===== config.mk =====
export PLATFORM = sky130hd
export DESIGN_NAME = grc_ctrl
export DESIGN_NICKNAME = d
export VERILOG_FILES = /design/src/rtl/core/grc_pkg.sv /design/src/rtl/core/grc_ctrl.sv
export SDC_FILE = /design/constraint.sdc
export NUM_CORES = 1
export LEC_CHECK = 0
export ABC_CLOCK_PERIOD_IN_PS = 1800
export BUFFER_PORTS_ARGS = -buffer_cell sky130_fd_sc_hd__buf_2
export CAP_MARGIN = 20
export CORE_AREA = 4 4 41 43
export DETAILED_ROUTE_END_ITERATION = 12
export DIE_AREA = 0 0 45 47
export PLACE_DENSITY = 0.73
export SYNTH_ARGS = -nofsm -noshare
export SYNTH_HDL_FRONTEND = slang
export SYNTH_SLANG_ARGS = --single-unit

===== constraint.sdc =====
create_clock -name clk -period 1.8 [get_ports clk]
set_clock_uncertainty 0.2 [all_clocks]
set_input_delay 0.36 -clock clk [delete_from_list [all_inputs] [get_ports clk]]
set_output_delay 0.36 -clock clk [all_outputs]
set_load 0.01 [all_outputs]

===== src/rtl/core/grc_pkg.sv =====
// ----------------------------------------------------------------------------
// grc_pkg: shared types and constants of the grid ray caster
// Field widths, fixed-point formats, register indexes, and the command and
// status records between the controller and the datapath.
// ----------------------------------------------------------------------------
package grc_pkg;

  localparam int SCREEN_W_DEF = 640;
  localparam int SCREEN_H_DEF = 480;
  localparam int MAP_SIDE_DEF = 64;

  localparam int COL_W  = 10;
  localparam int CELL_W = 6;
  localparam int VAL_W  = 8;
  localparam int POS_W  = 24;
  localparam int VEC_W  = 18;
  localparam int DIST_W = 24;
  localparam int ROW_W  = 9;
  localparam int FRAC_W = 16;

  localparam int CFG_AW = 5;
  localparam int CFG_DW = 32;

  // internal fixed-point widths
  localparam int NUM_W = 48;  // divider dividend / quotient
  localparam int DEN_W = 32;  // divider divisor
  localparam int CAM_W = 28;  // signed camera offset, Q.16
  localparam int RD_W  = 31;  // signed ray component, Q.16
  localparam int DD_W  = 41;  // step length, up to 2^40
  localparam int SD_W  = 53;  // side distance accumulators
  localparam int PN_W  = 27;  // signed perpendicular numerator
  localparam int HT_W  = 29;  // wall height

  localparam logic [DIST_W-1:0] DIST_SAT = {DIST_W{1'b1}};

  // configuration register indexes
  localparam logic [2:0] REG_POS_X   = 3'd0;
  localparam logic [2:0] REG_POS_Y   = 3'd1;
  localparam logic [2:0] REG_DIR_X   = 3'd2;
  localparam logic [2:0] REG_DIR_Y   = 3'd3;
  localparam logic [2:0] REG_PLANE_X = 3'd4;
  localparam logic [2:0] REG_PLANE_Y = 3'd5;

  // divider operand selects
  localparam logic [2:0] DS_CAM  = 3'd0;
  localparam logic [2:0] DS_DDX  = 3'd1;
  localparam logic [2:0] DS_DDY  = 3'd2;
  localparam logic [2:0] DS_PERP = 3'd3;
  localparam logic [2:0] DS_H    = 3'd4;

  localparam logic OP_WRITE = 1'b0;
  localparam logic OP_CAST  = 1'b1;

  typedef struct packed {
    logic [POS_W-1:0] pos_x;
    logic [POS_W-1:0] pos_y;
    logic [VEC_W-1:0] dir_x;
    logic [VEC_W-1:0] dir_y;
    logic [VEC_W-1:0] plane_x;
    logic [VEC_W-1:0] plane_y;
  } cfg_t;

  typedef struct packed {
    logic       clr;
    logic       wr_map;
    logic       ld_item;
    logic       div_start;
    logic [2:0] div_sel;
    logic       ld_cam;
    logic       ld_ray;
    logic       ld_ddx;
    logic       ld_ddy;
    logic       ld_sd;
    logic       step;
    logic       ld_hit;
    logic       ld_dist;
    logic       ld_h;
    logic       ld_out;
  } cmd_t;

  typedef struct packed {
    logic clr_last;
    logic div_done;
    logic stop;
    logic oob;
    logic cell_nz;
    logic out_full;
  } sts_t;

endpackage


===== src/rtl/core/grc_ctrl.sv =====
// ----------------------------------------------------------------------------
// grc_ctrl: ray caster sequencer
// Clear sweep, map writes, cast setup, DDA walk and result hand-off.
// ----------------------------------------------------------------------------
module grc_ctrl (
  input  logic          clk,
  input  logic          rst_n,
  input  logic          in_valid,
  input  logic          in_opcode,
  output logic          in_ready,
  output grc_pkg::cmd_t cmd,
  input  grc_pkg::sts_t sts
);
  import grc_pkg::*;

  localparam logic [3:0] S_CLR  = 4'd0;
  localparam logic [3:0] S_IDLE = 4'd1;
  localparam logic [3:0] S_CST  = 4'd2;
  localparam logic [3:0] S_RAY  = 4'd4;
  localparam logic [3:0] S_DXG  = 4'd5;
  localparam logic [3:0] S_DDX  = 4'd6;
  localparam logic [3:0] S_DDY  = 4'd7;
  localparam logic [3:0] S_SD   = 4'd8;
  localparam logic [3:0] S_STEP = 4'd9;
  localparam logic [3:0] S_RD   = 4'd10;
  localparam logic [3:0] S_TEST = 4'd11;
  localparam logic [3:0] S_PERP = 4'd12;
  localparam logic [3:0] S_HG   = 4'd13;
  localparam logic [3:0] S_H    = 4'd14;
  localparam logic [3:0] S_OUT  = 4'd15;

  logic [3:0] state_r, state_nxt;

  always_ff @(posedge clk) begin
    if (!rst_n) begin
      state_r <= S_CLR;
    end else begin
      state_r <= state_nxt;
    end
  end

  always_comb begin
    cmd       = '0;
    state_nxt = state_r;
    in_ready  = 1'b0;
    case (state_r)
      S_CLR: begin
        cmd.clr = 1'b1;
        if (sts.clr_last) begin
          state_nxt = S_IDLE;
        end
      end
      S_IDLE: begin
        in_ready = 1'b1;
        if (in_valid) begin
          if (in_opcode == OP_CAST) begin
            cmd.ld_item = 1'b1;
            state_nxt   = S_CST;
          end else begin
            cmd.wr_map = 1'b1;
          end
        end
      end
      S_CST: begin
        cmd.ld_cam = 1'b1;
        state_nxt  = S_RAY;
      end
      S_RAY: begin
        cmd.ld_ray = 1'b1;
        state_nxt  = S_DXG;
      end
      S_DXG: begin
        cmd.div_start = 1'b1;
        cmd.div_sel   = DS_DDX;
        state_nxt     = S_DDX;
      end
      S_DDX: begin
        cmd.div_sel = DS_DDY;
        if (sts.div_done) begin
          cmd.ld_ddx    = 1'b1;
          cmd.div_start = 1'b1;
          state_nxt     = S_DDY;
        end
      end
      S_DDY: begin
        if (sts.div_done) begin
          cmd.ld_ddy = 1'b1;
          state_nxt  = S_SD;
        end
      end
      S_SD: begin
        cmd.ld_sd = 1'b1;
        state_nxt = S_STEP;
      end
      S_STEP: begin
        cmd.div_sel = DS_PERP;
        if (sts.stop) begin
          cmd.div_start = 1'b1;
          state_nxt     = S_PERP;
        end else begin
          cmd.step  = 1'b1;
          state_nxt = S_RD;
        end
      end
      S_RD: begin
        cmd.div_sel = DS_PERP;
        if (sts.oob) begin
          cmd.div_start = 1'b1;
          state_nxt     = S_PERP;
        end else begin
          state_nxt = S_TEST;
        end
      end
      S_TEST: begin
        cmd.div_sel = DS_PERP;
        if (sts.cell_nz) begin
          // latch the hit and start the perpendicular divide
          cmd.ld_hit    = 1'b1;
          cmd.div_start = 1'b1;
          state_nxt     = S_PERP;
        end else begin
          state_nxt = S_STEP;
        end
      end
      S_PERP: begin
        cmd.div_sel = DS_PERP;
        if (sts.div_done) begin
          cmd.ld_dist   = 1'b1;
          state_nxt     = S_HG;
        end
      end
      S_HG: begin
        // start the wall height divide on the stored distance
        cmd.div_start = 1'b1;
        cmd.div_sel   = DS_H;
        state_nxt     = S_H;
      end
      S_H: begin
        cmd.div_sel = DS_H;
        if (sts.div_done) begin
          cmd.ld_h  = 1'b1;
          state_nxt = S_OUT;
        end
      end
      S_OUT: begin
        if (!sts.out_full) begin
          cmd.ld_out = 1'b1;
          state_nxt  = S_IDLE;
        end
      end
      default: begin
        state_nxt = S_IDLE;
      end
    endcase
  end
endmodule


==> metrics.md, run 1 <==
| Metric | Value |
|---|---|
| Slew Viols, Final | `0` |
| Multiplexer area fraction after synthesis | `0.0766` |
| Area leader, netlist | `dfxtp_1` |
| Clk buf depth | `2` |
| Main synth FF type | `dfxtp_1` |
| Crit path launch type | `register` |
| Vias | `approximately 730` |
| Drt wl/cell | `approximately 15 µm` |
| Share of the synthesized area in the top cell type | `0.148` |
| Largest regs | `state_r x4` |
| Inserted Diodes | `0` |
| Top cells by area, synth | `dfxtp_1, nand2_1, mux2i_1, nor3_1, nor2_1` |
| DP Area | `about 720 µm²` |
| Initial Util | `0.414` |
| Min-delay worst type | `input port to register` |
| Worst Path Arrival | `~1.4 ns` |
| Final setup viols | `8` |
| Post-Synth Adder-Cell Area | `0` |
| Failing checks | `setup timing` |
| Synth Area in Simple Gates | `0.381` |
| Fmax | `517 MHz` |
| Hold WS | `roughly 0.22 ns` |
| Port bufs | `27` |
| Relative slew slack | `0.803` |
| Worst slew pin tran | `approximately 0.29 ns` |
| Aggregate global-route resource usage | `0.198` |
| Die ar. | `2120 µm²` |
| DP HPWL | `between 1000 and 1500 µm` |
| Crit-path slowest cell | `dfxtp_4` |
| Die Ht | `between 40 and 50 µm` |
| Mapped Cells | `74` |
| DRC | `0` |
| Final Cell Area | `893 µm²` |
| Leak | `~0.42 nW` |
| CTS Buf Count | `3` |
| Dpl ws | `roughly 0.014 ns` |
| Max-Cap Viols | `0` |
| Most frequent cells in the layout | `buf_2, buf_4, nand2_1, nor2_1, buf_6` |
| Most common cell after layout, fill and taps aside | `buf_2` |
| GP Congestion | `0.802` |
| Final wirelength | `between 1500 and 2000 µm` |
| Core ar. | `approximately 1300 µm²` |
| Syn_nets | `between 80 and 90` |
| CP Cell Sequence | `buf_6, nor2b_4, nand2_2, o21ai_2, o2bb2ai_1, buf_2` |
| Distinct cells, synth | `39` |
| Insertion delay to the later sink of the worst-skew pair | `0.24 ns` |
| Reg with most FFs | `state_r` |
| Final hold violation count | `0` |
| CTS root buf | `clkbuf_4` |
| Status | `finished, violations left` |
| Worst-path clk slew | `approximately 0.040 ns` |
| NumNets Final | `between 100 and 150` |
| Yosys reg bits | `4` |
| Worst stage delay on the critical path | `about 0.35 ns` |
| First-pass GRT wire length | `just over 3000 µm` |
| Die W | `between 40 and 50 µm` |
| Main combinational cell family by area after synthesis | `simple AND/OR/NAND/NOR gates` |
| Number of cell rows | `13` |
| Vias in the first global route | `approximately 680` |
| Max reg flops | `4` |
| CTS tree | `built` |
| Cts hold-fix bufs | `0` |
| EDFF count, synth | `0` |
| WS Path Type | `register to primary output` |
| Fill cells | `roughly 120` |
| Power per cell area | `around 1200 nW/µm²` |
| Layout cells sized above 1 | `0.605` |
| Post-synthesis xor/xnor area fraction | `0.0325` |
| Synth warn | `0` |
| Mapped cell area | `539 µm²` |
| RSZ-0062 raised after global routing | `yes` |
| Drt pass-1 iters | `4` |
| Initial antenna violation count | `0` |
| Sequential area share after synthesis | `0.148` |
| CTS sink count | `4` |
| Max VDD drop | `about 0.51 mV` |
| CTS HTree Levels | `1` |
| Largest net degree at the start of global routing | `17` |
| Avg Vias per Cell | `approximately 5.7` |
| DRT iter0 DRCs | `18` |
| Post-DRT Antenna Nets | `0` |
| Grt ovf | `0` |
| Synth Area in Compound Gates | `0.269` |
| Io pins | `28` |
| Avg Cell Area, Syn | `roughly 7.3 µm²` |
| Fin crit share | `1.07` |
| Post-layout util | `0.687` |
| Crit Path Max Fanout | `16` |
| Tot Pwr | `0.00107 W` |
| Min cycle time layout | `between 1.5 and 2 ns` |
| Async set or reset register ratio after synthesis | `0` |
| Element type at the critical path end | `primary output` |
| Worst Path Required | `around 1.2 ns` |
| Final worst setup slack | `-0.133 ns` |
| Layout area overhead | `65.7%` |
## what timing repair did
| item | 4_1_cts | 5_1_grt |
|---|---|---|
| setup endpoints to repair | 18 | 16 |
| pin swaps | 3 | 7 |
| gates resized for setup | 16 | 11 |
| setup buffers | 4 | 3 |
## logic make-up (layout without fill, tap and decap cells)
| family | Yosys count | count (layout) |
|---|---|---|
| XOR/XNOR | 2 | 2 |
| AO/OA/AOI/OAI | 19 | 19 |
| buffers and inverters | 9 | 49 |
| flip-flops | 4 | 4 |
| multiplexers | 4 | 4 |
| AND/OR/NAND/NOR | 36 | 36 |
## synth_stat cells, types with 2 or more instances
cell	number
o32ai_1	2
inv_1	2
buf_2	4
a21oi_1	4
xnor2_1	2
o21ai_0	2
nand2_1	9
and3_1	2
nand3_1	2
dfxtp_1	4
nand2b_1	2
nor2_1	6
nor3_1	5
mux2i_1	3
## metal layers
layer	vias to the layer above	global-route usage	wire length, µm
met5	-	0	0
met4	0	0.0702	11
met3	3	0.0307	114
met2	29	0.347	986
met1	346	0.245	870
li1	353	-	-
## layout make-up
| cell class | count | area [µm²] | area share |
|---|---|---|---|
| inverter | 3 | 11.3 | 0.0126 |
| tap | 15 | 18.8 | 0.0210 |
| sequential | 4 | 95.1 | 0.106 |
| timing repair buffer | 43 | 274 | 0.307 |
| clock buffer | 3 | 22.5 | 0.0252 |
| multi-input combinational | 61 | 472 | 0.528 |
## power breakdown
group	switching, W	leakage [nW]	total, W	internal (W)
Sequential	0.0000458	0.0356	0.000173	0.000128
Clock	0.0000398	0.0138	0.000115	0.0000748
Combinational	0.000391	0.372	0.000779	0.000388
Total	0.000477	0.421	0.00107	0.000590
## metrics by stage
step,cells,setup TNS [ns]
final,129,-0.420
after global routing,129,-0.907
after CTS,126,-0.467
after detailed placement,119,0
after global placement,119,0
after floorplan,74,0
## critical path, delay by kind of cell (launching register included)
kind | cells | cell delay (ns)
flip-flops | 1 | 0.35
buffers and inverters | 2 | 0.31
AO/OA/AOI/OAI | 2 | 0.27
AND/OR/NAND/NOR | 2 | 0.21
## final timing paths
check,startpoint,endpoint,slack [ns],depth (start not counted)
setup / recovery,state_r[0],cmd[13],-0.13,6
hold / removal,rst_n,state_r[0],0.22,3
setup reg to reg,state_r[1],state_r[2],0.03,5
hold reg to reg,state_r[1],state_r[1],0.47,3
(Power assumes the default switching activity.)
==> run 2, diff against run 1 <==
Settings changed: SETUP_SLACK_MARGIN set to 0.05.
==> metrics.md, run 2 (same netlist as run 1, synthesis figures left out) <==
| Metric | Value |
|---|---|
| Status | `finished, violations left (unchanged)` |
| Failing checks | `setup timing (unchanged)` |
| NumNets Final | `131 (was 126)` |
| Vias | `772 (was 731)` |
| CTS tree | `built (unchanged)` |
| Met2 wire length | `1160 µm (was 986 µm)` |
| Final hold violation count | `0 (unchanged)` |
| Initial Util | `0.414 (unchanged)` |
| CTS sink count | `4 (unchanged)` |
| Avg Vias per Cell | `5.76 (was 5.67)` |
| Die W | `45 µm (unchanged)` |
| Layout area overhead | `82.4% (was 65.7%)` |
| Initial antenna violation count | `0 (unchanged)` |
| Insertion delay to the later sink of the worst-skew pair | `0.23 ns (was 0.24 ns)` |
| Drt wl/cell | `17.0 µm (was 15.4 µm)` |
| Clk buf depth | `2 (unchanged)` |
| Inserted Diodes | `0 (unchanged)` |
| Final wirelength | `2270 µm (was 1980 µm)` |
| Crit-path slowest cell | `dfxtp_4 (unchanged)` |
| Max VDD drop | `0.636 mV (was 0.506 mV)` |
| Port bufs | `27 (unchanged)` |
| Drt pass-1 iters | `4 (unchanged)` |
| Min-delay worst type | `input port to register (unchanged)` |
| DRC | `0 (unchanged)` |
| Fill cells | `92 (was 115)` |
| Placed insts | `119 (unchanged)` |
| Most frequent cells in the layout | `buf_2, buf_4, nor2_1, nand2_1, dfxtp_4 (was buf_2, buf_4, nand2_1, nor2_1, buf_6)` |
| Max reg flops | `4 (unchanged)` |
| Io pins | `28 (unchanged)` |
| Clock power frac | `0.094 (was 0.107)` |
| Final worst setup slack | `-0.111 ns (was -0.133 ns)` |
| Hold WS | `0.209 ns (was 0.224 ns)` |
| Vias in the first global route | `701 (was 679)` |
| WS Path Type | `register to primary output (unchanged)` |
| WL met1 | `929 µm (was 870 µm)` |
| Combinational power share | `0.755 (was 0.730)` |
| First-pass GRT wire length | `3230 µm (was 3110 µm)` |
| Crit path launch type | `register (unchanged)` |
| Worst-path clk slew | `0.04 ns (about the same)` |
| Area taken by multi-input logic gates | `489 µm² (was 472 µm²)` |
| Worst Path Required | `1.24 ns (about the same)` |
| Sw frac | `0.435 (was 0.447)` |
| DRT iter0 DRCs | `32 (was 18)` |
| Leak | `0.459 nW (was 0.421 nW)` |
| Relative slew slack | `0.804 (was 0.803)` |
| Die Ht | `47 µm (unchanged)` |
| DP Area | `722 µm² (unchanged)` |
| Largest net degree at the start of global routing | `17 (unchanged)` |
| Routed wl met3 | `164 µm (was 114 µm)` |
| Crit-path leading delay family | `flip-flops (unchanged)` |
| CTS HTree Levels | `1 (unchanged)` |
| Reg with most FFs | `state_r (unchanged)` |
| Aggregate global-route resource usage | `0.205 (was 0.198)` |
| Number of cell rows | `13 (unchanged)` |
| RSZ-0062 raised after global routing | `yes (unchanged)` |
| Final Cell Area | `983 µm² (was 893 µm²)` |
| CTS Buf Count | `3 (unchanged)` |
| Worst slew pin tran | `0.294 ns (about the same)` |
| Area occupied by registers | `95.1 µm² (unchanged)` |
| Power per cell area | `1200 nW/µm² (was 1190 nW/µm²)` |
| Min cycle time layout | `1.91 ns (was 1.93 ns)` |
| Largest regs | `state_r x4 (unchanged)` |
| Dpl ws | `0.0141 ns (unchanged)` |
| Fin crit share | `1.06 (was 1.07)` |
| Slew Viols, Final | `0 (unchanged)` |
| Net Switching | `0.000515 W (was 0.000477 W)` |
| CP Cell Sequence | `buf_8, nor2b_4, nand2_2, o21ai_2, o2bb2ai_1, buf_2 (was buf_6, nor2b_4, nand2_2, o21ai_2, o2bb2ai_1, buf_2)` |
| Die ar. | `2120 µm² (unchanged)` |
| Post-DRT Antenna Nets | `0 (unchanged)` |
| CTS root buf | `clkbuf_4 (unchanged)` |
| Final setup viols | `10 (was 8)` |
| Crit Path Max Fanout | `16 (unchanged)` |
| Worst Path Arrival | `1.35 ns (was 1.37 ns)` |
| GP Congestion | `0.802 (unchanged)` |
| Buffers & Inverters on Critical Path | `2 (unchanged)` |
| Layout cells sized above 1 | `0.655 (was 0.605)` |
| Grt ovf | `0 (unchanged)` |
| Fmax | `523 MHz (was 517 MHz)` |
| Core ar. | `1300 µm² (unchanged)` |
| Tot Pwr | `0.00118 W (was 0.00107 W)` |
| DR top layer | `met4 (unchanged)` |
| Flop pwr share | `0.151 (was 0.163)` |
| Internal power | `0.000670 W (was 0.000590 W)` |
| Most common cell after layout, fill and taps aside | `buf_2 (unchanged)` |
| DP HPWL | `1360 µm (unchanged)` |
| Worst stage delay on the critical path | `0.35 ns (about the same)` |
| Max-Cap Viols | `0 (unchanged)` |
| Element type at the critical path end | `primary output (unchanged)` |
| Fin cells | `134 (was 129)` |
==> run 2: through the flow <==
stage | TNS (ns) | util
2_1_floorplan | 0 | -
3_3_place_gp | 0 | 0.555
3_5_place_dp | 0 | 0.555
4_1_cts | -0.467 | 0.658
5_1_grt | -1.19 | 0.756
6_report | -0.458 | 0.756
==> run 2: final timing paths <==
check                                start         end  slack [ns]  depth (start not counted)
worst max-delay path            state_r[0]     cmd[13]       -0.11                          6
worst min-delay path                 rst_n  state_r[0]        0.21                          3
worst max register to register  state_r[1]  state_r[2]       -0.01                          5
worst min register to register  state_r[0]  state_r[0]        0.46                          3
==> run 2: layout make-up <==
class,count,share of cell area
sequential,4,0.0967
timing repair buffer,48,0.350
tap,15,0.0191
clock buffer,3,0.0229
multi-input combinational,61,0.497
inverter,3,0.0140
==> run 2: worst reg2reg max path, delay by kind of cell (launching register included) <==
family          cells  cell delay [ns]
compound gates      3             0.48
buf+inv             1             0.17
flops               1             0.36
simple gates        1             0.50
==> run 2: power by group through the flow <==
stage / clock, W / sequential [W] / combinational [W]
finish: 0.000112 / 0.000179 / 0.000894
global placement: 0 / 0.000154 / 0.000590
CTS: 0.000115 / 0.000166 / 0.000740
detailed placement: 0 / 0.000157 / 0.000604
floorplan: 0 / 0.000127 / 0.000459
global route: 0.000122 / 0.000184 / 0.000944
==> run 2: timing repair <==
item                                    CTS  global route
gates cloned                              0             1
hold buffers                              0             0
pin swaps                                 5             4
buffers inserted                          5             6
endpoints found under the setup margin   19            20
gates resized for setup                  21            16
==> run 2: routing by layer <==
layer / up-vias / track usage
met3: 2 / 0.0307
met4: 0 / 0.0702
met5: - / 0
met2: 43 / 0.367
li1: 365 / -
met1: 362 / 0.249
==> run 3, diff against run 2 <==
Settings changed: SKIP_CTS_REPAIR_TIMING set to 1, TNS_END_PERCENT set to 10.
==> metrics.md, run 3 (same netlist as run 1, synthesis figures left out) <==
| Metric | Value |
|---|---|
| Initial Util | `0.414 (unchanged)` |
| Reg with most FFs | `state_r (unchanged)` |
| Fill cells | `129 (was 92)` |
| Aggregate global-route resource usage | `0.182 (was 0.205)` |
| Port bufs | `27 (unchanged)` |
| Grt ovf | `0 (unchanged)` |
| Min cycle time layout | `1.98 ns (was 1.91 ns)` |
| Vias in the first global route | `631 (was 701)` |
| Slew Viols, Final | `0 (unchanged)` |
| Fmax | `504 MHz (was 523 MHz)` |
| Worst slew pin tran | `0.395 ns (was 0.294 ns)` |
| Status | `finished, violations left (unchanged)` |
| Die Ht | `47 µm (unchanged)` |
| NumNets Final | `121 (was 131)` |
| Number of cell rows | `13 (unchanged)` |
| CTS sink count | `4 (unchanged)` |
| Leak | `0.393 nW (was 0.459 nW)` |
| Relative slew slack | `0.736 (was 0.804)` |
| Worst Path Arrival | `1.42 ns (was 1.35 ns)` |
| Die ar. | `2120 µm² (unchanged)` |
| Crit Path Max Fanout | `6 (was 16)` |
| CTS HTree Levels | `1 (unchanged)` |
| WS Path Type | `register to primary output (unchanged)` |
| First-pass GRT wire length | `2840 µm (was 3230 µm)` |
| Layout area overhead | `51.7% (was 82.4%)` |
| CTS tree | `built (unchanged)` |
| Worst-path clk slew | `0.04 ns (about the same)` |
| Avg Vias per Cell | `5.68 (was 5.76)` |
| Power per cell area | `1210 nW/µm² (was 1200 nW/µm²)` |
| Insertion delay to the later sink of the worst-skew pair | `0.24 ns (was 0.23 ns)` |
| Max VDD drop | `0.510 mV (was 0.636 mV)` |
| Drt pass-1 iters | `4 (unchanged)` |
| Most frequent cells in the layout | `buf_2, buf_4, nand2_1 (was buf_2, buf_4, nor2_1, nand2_1, dfxtp_4)` |
| Vias | `704 (was 772)` |
| CTS Buf Count | `3 (unchanged)` |
| Largest net degree at the start of global routing | `17 (unchanged)` |
| Final worst setup slack | `-0.182 ns (was -0.111 ns)` |
| Post-DRT Antenna Nets | `0 (unchanged)` |
| Final wirelength | `1870 µm (was 2270 µm)` |
| Crit path launch type | `register (unchanged)` |
| Area taken by multi-input logic gates | `454 µm² (was 489 µm²)` |
| Core ar. | `1300 µm² (unchanged)` |
| Dpl ws | `0.0141 ns (unchanged)` |
| Min-delay worst type | `input port to register (unchanged)` |
| Drt wl/cell | `15.1 µm (was 17.0 µm)` |
| DRC | `0 (unchanged)` |
| Clk buf depth | `2 (unchanged)` |
| Inserted Diodes | `0 (unchanged)` |
| GP Congestion | `0.802 (unchanged)` |
| CTS root buf | `clkbuf_4 (unchanged)` |
| Die W | `45 µm (unchanged)` |
| Final hold violation count | `0 (unchanged)` |
| Layout cells sized above 1 | `0.560 (was 0.655)` |
| Worst Path Required | `1.24 ns (about the same)` |
| Largest regs | `state_r x4 (unchanged)` |
| Element type at the critical path end | `primary output (unchanged)` |
| Most common cell after layout, fill and taps aside | `buf_2 (unchanged)` |
| Fin crit share | `1.10 (was 1.06)` |
| Post-layout util | `0.629 (was 0.756)` |
| Max-Cap Viols | `0 (unchanged)` |
| Area occupied by registers | `90.1 µm² (was 95.1 µm²)` |
| Max reg flops | `4 (unchanged)` |
| Failing checks | `setup timing (unchanged)` |
| RSZ-0062 raised after global routing | `yes (unchanged)` |
| Final setup viols | `6 (was 10)` |
| Initial antenna violation count | `0 (unchanged)` |
| DRT iter0 DRCs | `8 (was 32)` |
| Io pins | `28 (unchanged)` |
| DP HPWL | `1360 µm (unchanged)` |
==> run 3: cell count changes in the layout (fill, tap and decap cells not counted), moves of 2 or more <==
| cell | previous run | this run |
|---|---|---|
| buf_4 | 14 | 10 |
| buf_6 | 3 | 1 |
| buf_8 | 3 | 0 |
| dfxtp_2 | 0 | 2 |
| dfxtp_4 | 4 | 2 |
| nand2_1 | 5 | 7 |
| nand2_2 | 3 | 1 |
==> run 3: through the flow <==
stage	cell area [µm²]	total power, W	std cells	hold WS [ns]	TNS (ns)
final	818	0.000991	124	0.221	-0.514
after global routing	818	0.00105	124	0.228	-0.966
after CTS	744	0.000876	122	0.210	-1.78
after detailed placement	722	0.000761	119	0.457	0
after global placement	722	0.000743	119	0.461	0
after floorplan	539	0.000586	74	0.306	0
==> run 3: power by group <==
group / internal, W / leakage [nW] / switching [W]
Combinational: 0.000338 / 0.345 / 0.000371
Sequential: 0.000126 / 0.0350 / 0.0000412
Clock: 0.0000748 / 0.0138 / 0.0000397
Total: 0.000539 / 0.393 / 0.000452
==> run 3: final timing paths <==
| kind | start | to | slack, ns | cells past startpoint |
|---|---|---|---|---|
| max | state_r[0] | cmd[14] | -0.18 | 4 |
| min | rst_n | state_r[2] | 0.22 | 3 |
| max reg2reg | state_r[0] | state_r[2] | 0 | 5 |
| min reg2reg | state_r[1] | state_r[1] | 0.49 | 3 |
==> run 3: critical path, cell delays in order (launching register included) <==
cell	delay (ns)
dfxtp_4	0.35
or2b_4	0.31
nor3_4	0.23
and3_1	0.17
buf_2	0.12
==> run 3: final cells by class <==
class | count | share of cell area
Multi-Input combinational cell | 61 | 0.555
Timing Repair Buffer | 38 | 0.271
Sequential cell | 4 | 0.110
Clock buffer | 3 | 0.0275
Tap cell | 15 | 0.0229
Inverter | 3 | 0.0138
==> run 3: per-layer routing <==
layer  wire length, µm  up-vias  GRT usage
met3               118        3     0.0268
met5                 0        -          0
met1               790      323      0.227
met2               948       34      0.314
li1                  -      344          -
met4                13        0     0.0702
